$ cat config.mk
export PLATFORM = sky130hd
export DESIGN_NAME = lru_key_value_cache_unit
export DESIGN_NICKNAME = d
export VERILOG_FILES = /design/src/lruc_pkg.sv /design/src/lru_key_value_cache_unit.sv /design/src/lruc_entry.sv
export SDC_FILE = /design/constraint.sdc
export NUM_CORES = 2
export LEC_CHECK = 0
export ABC_CLOCK_PERIOD_IN_PS = 9700
export BUFFER_PORTS_ARGS = -buffer_cell sky130_fd_sc_hd__buf_2
export CELL_PAD_IN_SITES_DETAIL_PLACEMENT = 1
export CELL_PAD_IN_SITES_GLOBAL_PLACEMENT = 2
export CORE_MARGIN = 2
export CORE_UTILIZATION = 35
export DETAILED_ROUTE_END_ITERATION = 10
export GPL_ROUTABILITY_DRIVEN = 0
export MAX_ROUTING_LAYER = met4
export PLACE_DENSITY = 0.74
export SKIP_CTS_REPAIR_TIMING = 1
export SLEW_MARGIN = 25
export SYNTH_ARGS = -nofsm -noshare
export SYNTH_HDL_FRONTEND = slang
export SYNTH_SLANG_ARGS = --single-unit
export TNS_END_PERCENT = 10
$ cat constraint.sdc
create_clock -name i_clk -period 9.7 [get_ports i_clk]
set_input_delay 1.455 -clock i_clk [delete_from_list [all_inputs] [get_ports i_clk]]
set_output_delay 1.455 -clock i_clk [all_outputs]
set_load 0.1 [all_outputs]
$ cat src/lruc_pkg.sv
// Shared types and constants for the LRU key-value cache.
`default_nettype none

package lruc_pkg;

    // Default geometry
    localparam int ENTRIES_DEF    = 16;
    localparam int KEY_BITS_DEF   = 32;
    localparam int VALUE_BITS_DEF = 32;

    // Fixed field widths and reset capacity
    localparam int CFG_BITS  = 5;
    localparam int OCC_BITS  = 5;
    localparam int CAP_RESET = 16;

    // Operation codes
    typedef enum logic {
        FUNC_GET = 1'b0,
        FUNC_PUT = 1'b1
    } t_func;

    // Per-cycle control broadcast to every entry
    typedef struct packed {
        logic fire;    // an operation completes this cycle
        logic hit;     // the key matched a valid entry
        logic put;     // the operation is a put
    } t_entry_ctl;

endpackage

`default_nettype wire

$ cat src/lru_key_value_cache_unit.sv
// Top level of the fully associative LRU key-value cache.
`default_nettype none

// Fully associative key-value cache with least-recently-used replacement.
// Each request word (get or put) is registered, then compared against all
// entries at once. The hit, value read, eviction choice and rank update are
// resolved combinationally and land in the result register. A word can be
// taken every cycle while the result side keeps up. Its result is
// registered when the word fires. A stalled result holds the next word in
// the input register. The parallel key compare and rank update across all
// ENTRIES entries set the cycle time. Write the capacity register only while
// idle. A write of 0 counts as 1, and a value above ENTRIES counts as ENTRIES.
// Lowering the capacity below the occupancy does not shrink the cache: each
// later new-key put evicts one entry and inserts one. No clearing pass runs
// after reset.
module lru_key_value_cache_unit #(
    parameter int ENTRIES    = lruc_pkg::ENTRIES_DEF,
    parameter int KEY_BITS   = lruc_pkg::KEY_BITS_DEF,
    parameter int VALUE_BITS = lruc_pkg::VALUE_BITS_DEF
) (
    input  logic                          i_clk,
    input  logic                          i_rst_n,
    // Configuration
    input  logic                          i_cfg_valid,
    output logic                          o_cfg_ready,
    input  logic [lruc_pkg::CFG_BITS-1:0] i_cfg_data,
    // Request channel
    input  logic                          i_in_valid,
    output logic                          o_in_stall,
    input  logic                          i_func,
    input  logic [KEY_BITS-1:0]           i_lookup_key,
    input  logic [VALUE_BITS-1:0]         i_write_value,
    // Result channel
    output logic                          o_out_valid,
    input  logic                          i_out_stall,
    output logic                          o_hit,
    output logic [VALUE_BITS-1:0]         o_read_value,
    output logic                          o_evicted,
    output logic [KEY_BITS-1:0]           o_evicted_key,
    output logic [lruc_pkg::OCC_BITS-1:0] o_occupancy
);
    import lruc_pkg::*;

    localparam int RankW    = $clog2(ENTRIES);
    localparam int CntW     = $clog2(ENTRIES + 1);
    localparam int OccW     = (CntW > OCC_BITS) ? CntW : OCC_BITS;
    localparam int CmpW     = (CntW > CFG_BITS) ? CntW : CFG_BITS;
    localparam int CapReset = (ENTRIES < CAP_RESET) ? ENTRIES : CAP_RESET;

    // Configuration and counters
    logic [CntW-1:0]       r_cap, n_cap;
    logic [CntW-1:0]       r_count, n_count;

    // Input register
    logic                  r_in_valid;
    t_func                 r_func;
    logic [KEY_BITS-1:0]   r_key;
    logic [VALUE_BITS-1:0] r_wval;

    // Result register
    logic                  r_out_valid;
    logic                  r_hit, n_hit;
    logic [VALUE_BITS-1:0] r_rdval, n_rdval;
    logic                  r_ev, n_ev;
    logic [KEY_BITS-1:0]   r_evk, n_evk;
    logic [OCC_BITS-1:0]   r_occ, n_occ;

    // Entry array signals
    logic [ENTRIES-1:0]    w_valid, w_match, w_lru, w_free_oh, w_sel;
    logic [RankW-1:0]      w_rank  [ENTRIES];
    logic [KEY_BITS-1:0]   w_key   [ENTRIES];
    logic [VALUE_BITS-1:0] w_value [ENTRIES];
    logic [RankW-1:0]      w_found_rank;
    logic [RankW-1:0]      w_lru_rank;
    logic [VALUE_BITS-1:0] w_hit_value;
    logic                  w_is_put;
    logic                  w_evict;
    logic                  w_fire;
    logic [OccW-1:0]       w_occ_ext;
    t_entry_ctl            w_ctl;

    // Handshakes: process when the result slot is free or being drained
    assign w_fire      = r_in_valid && (!r_out_valid || !i_out_stall);
    assign o_in_stall  = r_in_valid && !w_fire;
    assign o_cfg_ready = 1'b1;

    assign w_is_put = (r_func == FUNC_PUT);

    // Entry cells
    for (genvar g = 0; g < ENTRIES; g++) begin : g_entry
        lruc_entry #(
            .KEY_BITS   (KEY_BITS),
            .VALUE_BITS (VALUE_BITS),
            .RANK_BITS  (RankW)
        ) u_entry (
            .i_clk        (i_clk),
            .i_rst_n      (i_rst_n),
            .i_ctl        (w_ctl),
            .i_sel        (w_sel[g]),
            .i_key        (r_key),
            .i_value      (r_wval),
            .i_found_rank (w_found_rank),
            .o_valid      (w_valid[g]),
            .o_match      (w_match[g]),
            .o_rank       (w_rank[g]),
            .o_key        (w_key[g]),
            .o_value      (w_value[g])
        );
    end

    // Least recent valid entry holds rank count-1
    assign w_lru_rank = RankW'(r_count - CntW'(1));

    // Gather hit data, LRU victim and victim key across entries
    always_comb begin
        w_found_rank = '0;
        w_hit_value  = '0;
        n_evk        = '0;
        for (int i = 0; i < ENTRIES; i++) begin
            w_lru[i] = w_valid[i] && (w_rank[i] == w_lru_rank);
            if (w_match[i]) begin
                w_found_rank = w_found_rank | w_rank[i];
                w_hit_value  = w_hit_value | w_value[i];
            end
        end
        n_hit   = |w_match;
        w_evict = w_is_put && !n_hit && (r_count >= r_cap);
        if (w_evict) begin
            for (int i = 0; i < ENTRIES; i++) begin
                if (w_lru[i]) begin
                    n_evk = n_evk | w_key[i];
                end
            end
        end
        n_ev    = w_evict;
        n_rdval = (n_hit && !w_is_put) ? w_hit_value : '0;
    end

    // Pick the lowest free entry, or the victim when at capacity
    assign w_free_oh = ~w_valid & (w_valid + ENTRIES'(1));
    assign w_sel     = w_evict ? w_lru : w_free_oh;

    assign w_ctl.fire = w_fire;
    assign w_ctl.hit  = n_hit;
    assign w_ctl.put  = w_is_put;

    // Occupancy after this operation
    always_comb begin
        n_count = r_count;
        if (w_fire && w_is_put && !n_hit && !w_evict) begin
            n_count = r_count + CntW'(1);
        end
        w_occ_ext = OccW'(n_count);
        n_occ     = w_occ_ext[OCC_BITS-1:0];
    end

    // Clamp a capacity write into one through ENTRIES
    always_comb begin
        n_cap = r_cap;
        if (i_cfg_valid) begin
            if (i_cfg_data == '0) begin
                n_cap = CntW'(1);
            end else if (CmpW'(i_cfg_data) > CmpW'(ENTRIES)) begin
                n_cap = CntW'(ENTRIES);
            end else begin
                n_cap = CntW'(i_cfg_data);
            end
        end
    end

    // Control registers
    always_ff @(posedge i_clk) begin
        if (!i_rst_n) begin
            r_cap       <= CntW'(CapReset);
            r_count     <= '0;
            r_in_valid  <= 1'b0;
            r_out_valid <= 1'b0;
        end else begin
            r_cap   <= n_cap;
            r_count <= n_count;
            if (!o_in_stall) begin
                r_in_valid <= i_in_valid;
            end
            if (w_fire) begin
                r_out_valid <= 1'b1;
            end else if (!i_out_stall) begin
                r_out_valid <= 1'b0;
            end
        end
    end

    // Capture a request word
    always_ff @(posedge i_clk) begin
        if (i_in_valid && !o_in_stall) begin
            r_func <= t_func'(i_func);
            r_key  <= i_lookup_key;
            r_wval <= i_write_value;
        end
    end

    // Load the result word
    always_ff @(posedge i_clk) begin
        if (w_fire) begin
            r_hit   <= n_hit;
            r_rdval <= n_rdval;
            r_ev    <= n_ev;
            r_evk   <= n_evk;
            r_occ   <= n_occ;
        end
    end

    assign o_out_valid   = r_out_valid;
    assign o_hit         = r_hit;
    assign o_read_value  = r_rdval;
    assign o_evicted     = r_ev;
    assign o_evicted_key = r_evk;
    assign o_occupancy   = r_occ;

endmodule

`default_nettype wire

$ cat src/lruc_entry.sv
// One cache entry: valid mark, key, value and recency rank, with its key compare.
`default_nettype none

module lruc_entry #(
    parameter int KEY_BITS   = 32,
    parameter int VALUE_BITS = 32,
    parameter int RANK_BITS  = 4
) (
    input  logic                   i_clk,
    input  logic                   i_rst_n,
    input  lruc_pkg::t_entry_ctl   i_ctl,
    input  logic                   i_sel,
    input  logic [KEY_BITS-1:0]    i_key,
    input  logic [VALUE_BITS-1:0]  i_value,
    input  logic [RANK_BITS-1:0]   i_found_rank,
    output logic                   o_valid,
    output logic                   o_match,
    output logic [RANK_BITS-1:0]   o_rank,
    output logic [KEY_BITS-1:0]    o_key,
    output logic [VALUE_BITS-1:0]  o_value
);
    import lruc_pkg::*;

    logic                  r_valid, n_valid;
    logic [RANK_BITS-1:0]  r_rank, n_rank;
    logic [KEY_BITS-1:0]   r_key, n_key;
    logic [VALUE_BITS-1:0] r_value, n_value;

    // Compare the stored key against the request
    assign o_match = r_valid && (r_key == i_key);
    assign o_valid = r_valid;
    assign o_rank  = r_rank;
    assign o_key   = r_key;
    assign o_value = r_value;

    // Work out the entry's next contents
    always_comb begin
        n_valid = r_valid;
        n_rank  = r_rank;
        n_key   = r_key;
        n_value = r_value;
        if (i_ctl.fire) begin
            if (i_ctl.hit) begin
                if (o_match) begin
                    n_rank = '0;
                    if (i_ctl.put) begin
                        n_value = i_value;
                    end
                end else if (r_valid && (r_rank < i_found_rank)) begin
                    n_rank = r_rank + RANK_BITS'(1);
                end
            end else if (i_ctl.put) begin
                if (i_sel) begin
                    n_valid = 1'b1;
                    n_key   = i_key;
                    n_value = i_value;
                    n_rank  = '0;
                end else if (r_valid) begin
                    n_rank = r_rank + RANK_BITS'(1);
                end
            end
        end
    end

    // Control state
    always_ff @(posedge i_clk) begin
        if (!i_rst_n) begin
            r_valid <= 1'b0;
            r_rank  <= '0;
        end else begin
            r_valid <= n_valid;
            r_rank  <= n_rank;
        end
    end

    // Payload
    always_ff @(posedge i_clk) begin
        r_key   <= n_key;
        r_value <= n_value;
    end

endmodule

`default_nettype wire
* After elaboration in Yosys (flattened, before gate mapping)
Index checks and enable logic that the tools add are counted. W data, S select, Z words.
Cells by class: reductions and logical operators 148, order comparisons 18, bitwise gates (word level) 48, add/subtract/negate cells 19, multiplexer cells 230, equal/unequal tests 81
Operator list (number):
- $mux W32 | 112
- $or A32 B32 Y32 | 30
- $eq A32 B32 Y1 | 16
- $mux W4 | 112
- $reduce_and A4 Y1 | 32
- $reduce_and A5 Y1 | 16
- $add A4 B1 Y4 const B | 16
- $eq A4 B4 Y1 | 16
- $lt A4 B4 Y1 | 16
- $or A4 B4 Y4 | 15
- $logic_and A1 B1 Y1 | 57
- $ne A3 B1 Y1 const B | 16
- $reduce_bool A3 Y1 | 16
- $ne A2 B1 Y1 const B | 17
- $reduce_bool A2 Y1 | 17
- $ne A2 B2 Y1 const B | 16
- $add A16 B1 Y16 const B | 1
- $and A16 B16 Y16 | 1
- $mux W16 | 1
- $not A16 Y16 | 1
- $reduce_or A16 Y1 | 1
- $mux W5 | 3
- $logic_not A1 Y1 | 7
- $add A5 B1 Y5 const B | 1
- 7 further kinds | 8
Storage, ports and cells: bits of input ports 75, flip-flop bits (word level) 1252, output and inout bits 74

* Logic depth before layout (Yosys ltp)
word-level depth 51, depth in mapped cells 21

* Cells and area by module
Synthesis repeated with hierarchy kept, for this count alone.
Second synthesis, totals: cell total of the unflattened synthesis 3660, area total of the unflattened synthesis 54596.1 sq um
By module, submodules not included:
- lruc_entry | cells an instance 154, seq. area each 2021.9 sq um, times used 16, area each 2643.8 sq um
- lru_key_value_cache_unit | cells an instance 1196, seq. area each 4324.1 sq um, times used 1, area each 12295.5 sq um

* Worst setup path after synthesis
No wires, ideal clock.
path type input to register, from in i_out_stall, to reg g_entry[0].u_entry.r_value[0] (enable), arrival 8.480 ns, setup time 0.461 ns, path buffers 0, path slack 0.759 ns, cell stages on the path 3, path through a21boi_1 nand2_1 nor3_1
On the way: cells in the longest elaborated chain, start to end 4
RTL lines:
- from (decl) | line lru_key_value_cache_unit.sv:35 | input logic i_out_stall,
- $logic_not A1 Y1
- $logic_or A1 B1 Y1 | line lru_key_value_cache_unit.sv:83 | assign w_fire = r_in_valid && (!r_out_valid || !i_out_stall);
- $logic_and A1 B1 Y1 | line lru_key_value_cache_unit.sv:83
- $reduce_and A5 Y1 (no source line)
- to (signal assigned) | line lruc_entry.sv:79 | r_value <= n_value;
- to (decl) | line lruc_entry.sv:27 | logic [VALUE_BITS-1:0] r_value, n_value;
No other way between the ends. A chain may end at the register's enable or synchronous reset.

* Final worst setup path
from reg r_key[8], to reg g_entry[14].u_entry.r_key[27] (enable)
On the way: cells in the longest elaborated chain, start to end 8, elaborated cells on any way between the ends 39
RTL lines:
- from (decl) | line lru_key_value_cache_unit.sv:57 | logic [KEY_BITS-1:0] r_key;
- from (signal assigned) | line lru_key_value_cache_unit.sv:196 | r_key <= i_lookup_key;
- $eq A32 B32 Y1 | line lruc_entry.sv:30 | assign o_match = r_valid && (r_key == i_key);
- $logic_and A1 B1 Y1 | line lruc_entry.sv:30
- $reduce_or A16 Y1 (*) | line lru_key_value_cache_unit.sv:126 | n_hit = |w_match;
- $logic_not A1 Y1 | line lru_key_value_cache_unit.sv:127 | w_evict = w_is_put && !n_hit && (r_count >= r_cap);
- $logic_and A1 B1 Y1 (2 in a row) | line lru_key_value_cache_unit.sv:127
- $mux W16 | line lru_key_value_cache_unit.sv:141 | assign w_sel = w_evict ? w_lru : w_free_oh;
- $reduce_and A4 Y1 (no source line) (*)
- to (signal assigned) | line lruc_entry.sv:78 | r_key <= n_key;
- to (decl) | line lruc_entry.sv:26 | logic [KEY_BITS-1:0] r_key, n_key;
Every way passes the cells marked *; elsewhere a longest branch is shown, timed or not.

==> impl_results.md <==
* Crit path kind: register to register
* Critical path data arrival time at 7.70 ns
* Layout cell share with drive strength beyond 1 at 13.5%
* Final ANT Viol Nets at 0
* Hold WC Path Type: register to register
* R2r setup slk at 2.46 ns
* Syn Nets at 4257
* Max-slew headroom at 11.6%
* GR Overflow Total at 0
* I/O pins at 149
* First-pass GRT wire length at 347000 µm
* Clock Tree Buf Depth at 3
* Nets at 4444
* Slew @ Worst Pin at 1.32 ns
* Peak supply drop at 0.187 mV
* Post-Synth Adder-Cell Area at 1.57%
* Final hold vios at 0
* First-pass DRT Iterations at 10
* Fmax at 0.138 GHz
* PortBufs at 147
* Largest family of logic cells by synthesized area: compound AO/OA/AOI/OAI gates
* Die area at 165000 µm²
* Vias in the first global route at 40779
* Total CTS buffers at 138
* Setup crit end kind: register
* FP Rows at 147
* Final Util at 40.6%
* Placed cells at 6315
* Flop pwr share at 49.4%
* Synth Area in Compound Gates at 11.9%
* Post-synthesis mux area share at 0.177%
* Seq cells post-synth at 1252
* Total Wirelength at 255000 µm
* Width of the die at 406 µm
* Worst hold stages at 2
* First element of the critical path: r_key[8]
* Syn Inst Count at 4111
* Clock Power Share at 44.9%
* Final period util at 74.7%
* Power per cell area at 187 nW/µm²
* Worst Path Required at 10.16 ns
* Crit Reg-Reg Endpoint: g_entry[14].u_entry.o_key[27]
* Worst-Skew Late Latency at 0.84 ns
* Max Cap Viol at 0
* Crit Path Max Fanout at 34
* Skew final at 0.0662 ns
* Post-synth cell types at 77
* Max Slew Vio Count at 0
* Max H-tree Level at 4
* Post-Synth XOR/XNOR Area at 9.04%
* Core ar. at 160000 µm²
* Lkg Pwr at 19.9 nW
* DR WL/cell at 38.7 µm
* Combinational power share at 5.7%
* Die Height at 406 µm
* Initial drt markers at 6714
* Hold EP: r_cap[0]
* Layout Cells excl Fill at 6599
* EDFF count, synth at 1160
* Status: finished clean
* Number of fill cells at 16496
* Area grow syn2layout at 15.1%
* YS warnings at 0
* Hold Crit Start: r_cap[0]
* CTS tree: yes
* Setup_tns at 0 ns
* Hpwl dp at 168000 µm
* Routed vias/inst at 6.47
* Clk slew on worst S/H paths at 0.06 ns
* Synth Flop Type: edfxtp_1
* Switching part of the total at 24.6%
* Most common cell after layout, fill and taps aside: edfxtp_1
* FF-to-FF path depth at 13
* Initial antenna violation count at 19
* P_sw at 3.00 mW
* Root Driver: clkbuf_16
* Final Critical Period at 7.24 ns
* Worst setup SP type: register
* Reg2Reg Launch Point: r_key[8]
* Post-synth ARST share at 0%
* Starting density of the core at 35.2%
* Sequential fraction of the synthesis area at 64.9%
* Pint at 9.16 mW
* Final setup violating endpoints at 0
* # DRC at 0
* Average size of a mapped cell at 13.7 µm²
* Commonest non-fill, non-tap cells in the layout: edfxtp_1 (1160), xnor2_1 (488), nand4_1 (260)
* Largest net degree at the start of global routing at 79
* Simple-Gate Fraction of Synth Area at 9.99%
* Post-Syn Area at 56500 µm²
* CTS sink cnt at 1252
* RSZ-0062 raised after global routing: false
* Overall Global Routing Usage at 31.5%
* Vias at 42674
## registers in the layout (all words and copies together), names as in the netlist, 16 cells and up
register	count
o_evicted_key	32
r_wval	32
g_entry.u_entry.o_valid	16
g_entry.u_entry.o_key	512
g_entry.u_entry.o_rank	64
r_key	32
o_read_value	32
g_entry.u_entry.o_value	512
## cells by family (layout without fill, tap and decap cells)
| family | Yosys count | after routing |
|---|---|---|
| compound gates | 888 | 888 |
| xor+xnor | 581 | 581 |
| fa+ha+maj | 71 | 71 |
| buf+inv | 277 | 580 |
| flops | 1252 | 1252 |
| mux | 10 | 10 |
| other cells | 1 | 26 |
| simple gates | 1031 | 1031 |
## per-layer routing
layer | GRT usage (%) | wire, µm | up-vias
met2 | 43.9 | 107000 | 3197
li1 | - | - | 16714
met3 | 13.5 | 36100 | 830
met4 | 16.0 | 16000 | 0
met1 | 38.8 | 96400 | 21933
met5 | - | 0 | -
## area by class of cell
| class | count | area [µm²] | area share [%] |
|---|---|---|---|
| sequential | 1252 | 36700 | 56.4 |
| multi-input combinational | 2582 | 19000 | 29.2 |
| clock buffer | 170 | 3630 | 5.59 |
| tap | 2160 | 2700 | 4.16 |
| timing repair buffer | 279 | 1780 | 2.73 |
| clock inverter | 86 | 1050 | 1.62 |
| inverter | 45 | 171 | 0.264 |
| antenna | 25 | 62.6 | 0.0962 |
## stage by stage
step	cell area (µm²)	setup slack [ns]	power, mW	hold slack [ns]
6_report	65000	2.46	12.2	0.495
2_1_floorplan	56500	0.759	6.47	0.445
5_1_grt	65000	2.57	12.4	0.519
4_1_cts	64900	2.80	12.1	0.500
3_3_place_gp	60200	2.85	6.75	0.475
3_5_place_dp	60200	2.89	6.76	0.485
## worst max path at each step
stage | endpoint | cells past startpoint
2_1_floorplan | g_entry[0].u_entry.o_value[0] | 3
3_3_place_gp | g_entry[14].u_entry.o_key[1] | 13
3_5_place_dp | g_entry[14].u_entry.o_key[1] | 13
4_1_cts | g_entry[14].u_entry.o_key[19] | 13
5_1_grt | g_entry[14].u_entry.o_key[19] | 13
6_report | g_entry[14].u_entry.o_key[27] | 13
## synthesized netlist by cell type, types with 34 or more instances
master / instances / share of area [%]
dfxtp_1: 92 / 3.3
a22oi_1: 248 / 3.3
edfxtp_1: 1160 / 62
clkbuf_1: 112 / 0.74
a21oi_1: 77 / 0.68
a22o_1: 145 / 2.2
nand4_1: 260 / 2.9
nor3_1: 64 / 0.57
buf_1: 40 / 0.27
nand2b_1: 55 / 0.61
xor2_1: 85 / 1.3
nand2_1: 116 / 0.77
a31oi_1: 34 / 0.38
a221oi_1: 144 / 2.2
and3_1: 63 / 0.70
nor4_1: 57 / 0.63
o21ai_0: 74 / 0.66
nand3_1: 152 / 1.3
inv_1: 42 / 0.28
nor2_1: 158 / 1.0
ha_1: 71 / 1.6
xnor2_1: 495 / 7.7
buf_4: 46 / 0.61
## power by group through the flow
stage | combinational (mW) | sequential [mW] | clock (mW)
5_1_grt | 0.690 | 6.01 | 5.69
3_3_place_gp | 0.636 | 6.11 | 0
3_5_place_dp | 0.640 | 6.12 | 0
6_report | 0.698 | 6.00 | 5.46
4_1_cts | 0.643 | 6.00 | 5.50
2_1_floorplan | 0.275 | 6.20 | 0
## critical path, cell delays in order, from the launching register on
cell and delay, ns:
edfxtp_1 0.36, buf_4 0.27, xnor2_1 0.82, nand4_1 0.94
nor3_1 0.55, and3_2 0.64, nor4_1 0.13, and4_1 0.33
nand2_2 0.67, buf_4 0.42, inv_2 0.20, or3_1 0.43
a21oi_4 0.52, buf_4 0.50
No activity file was read; power rests on OpenSTA's default activity.
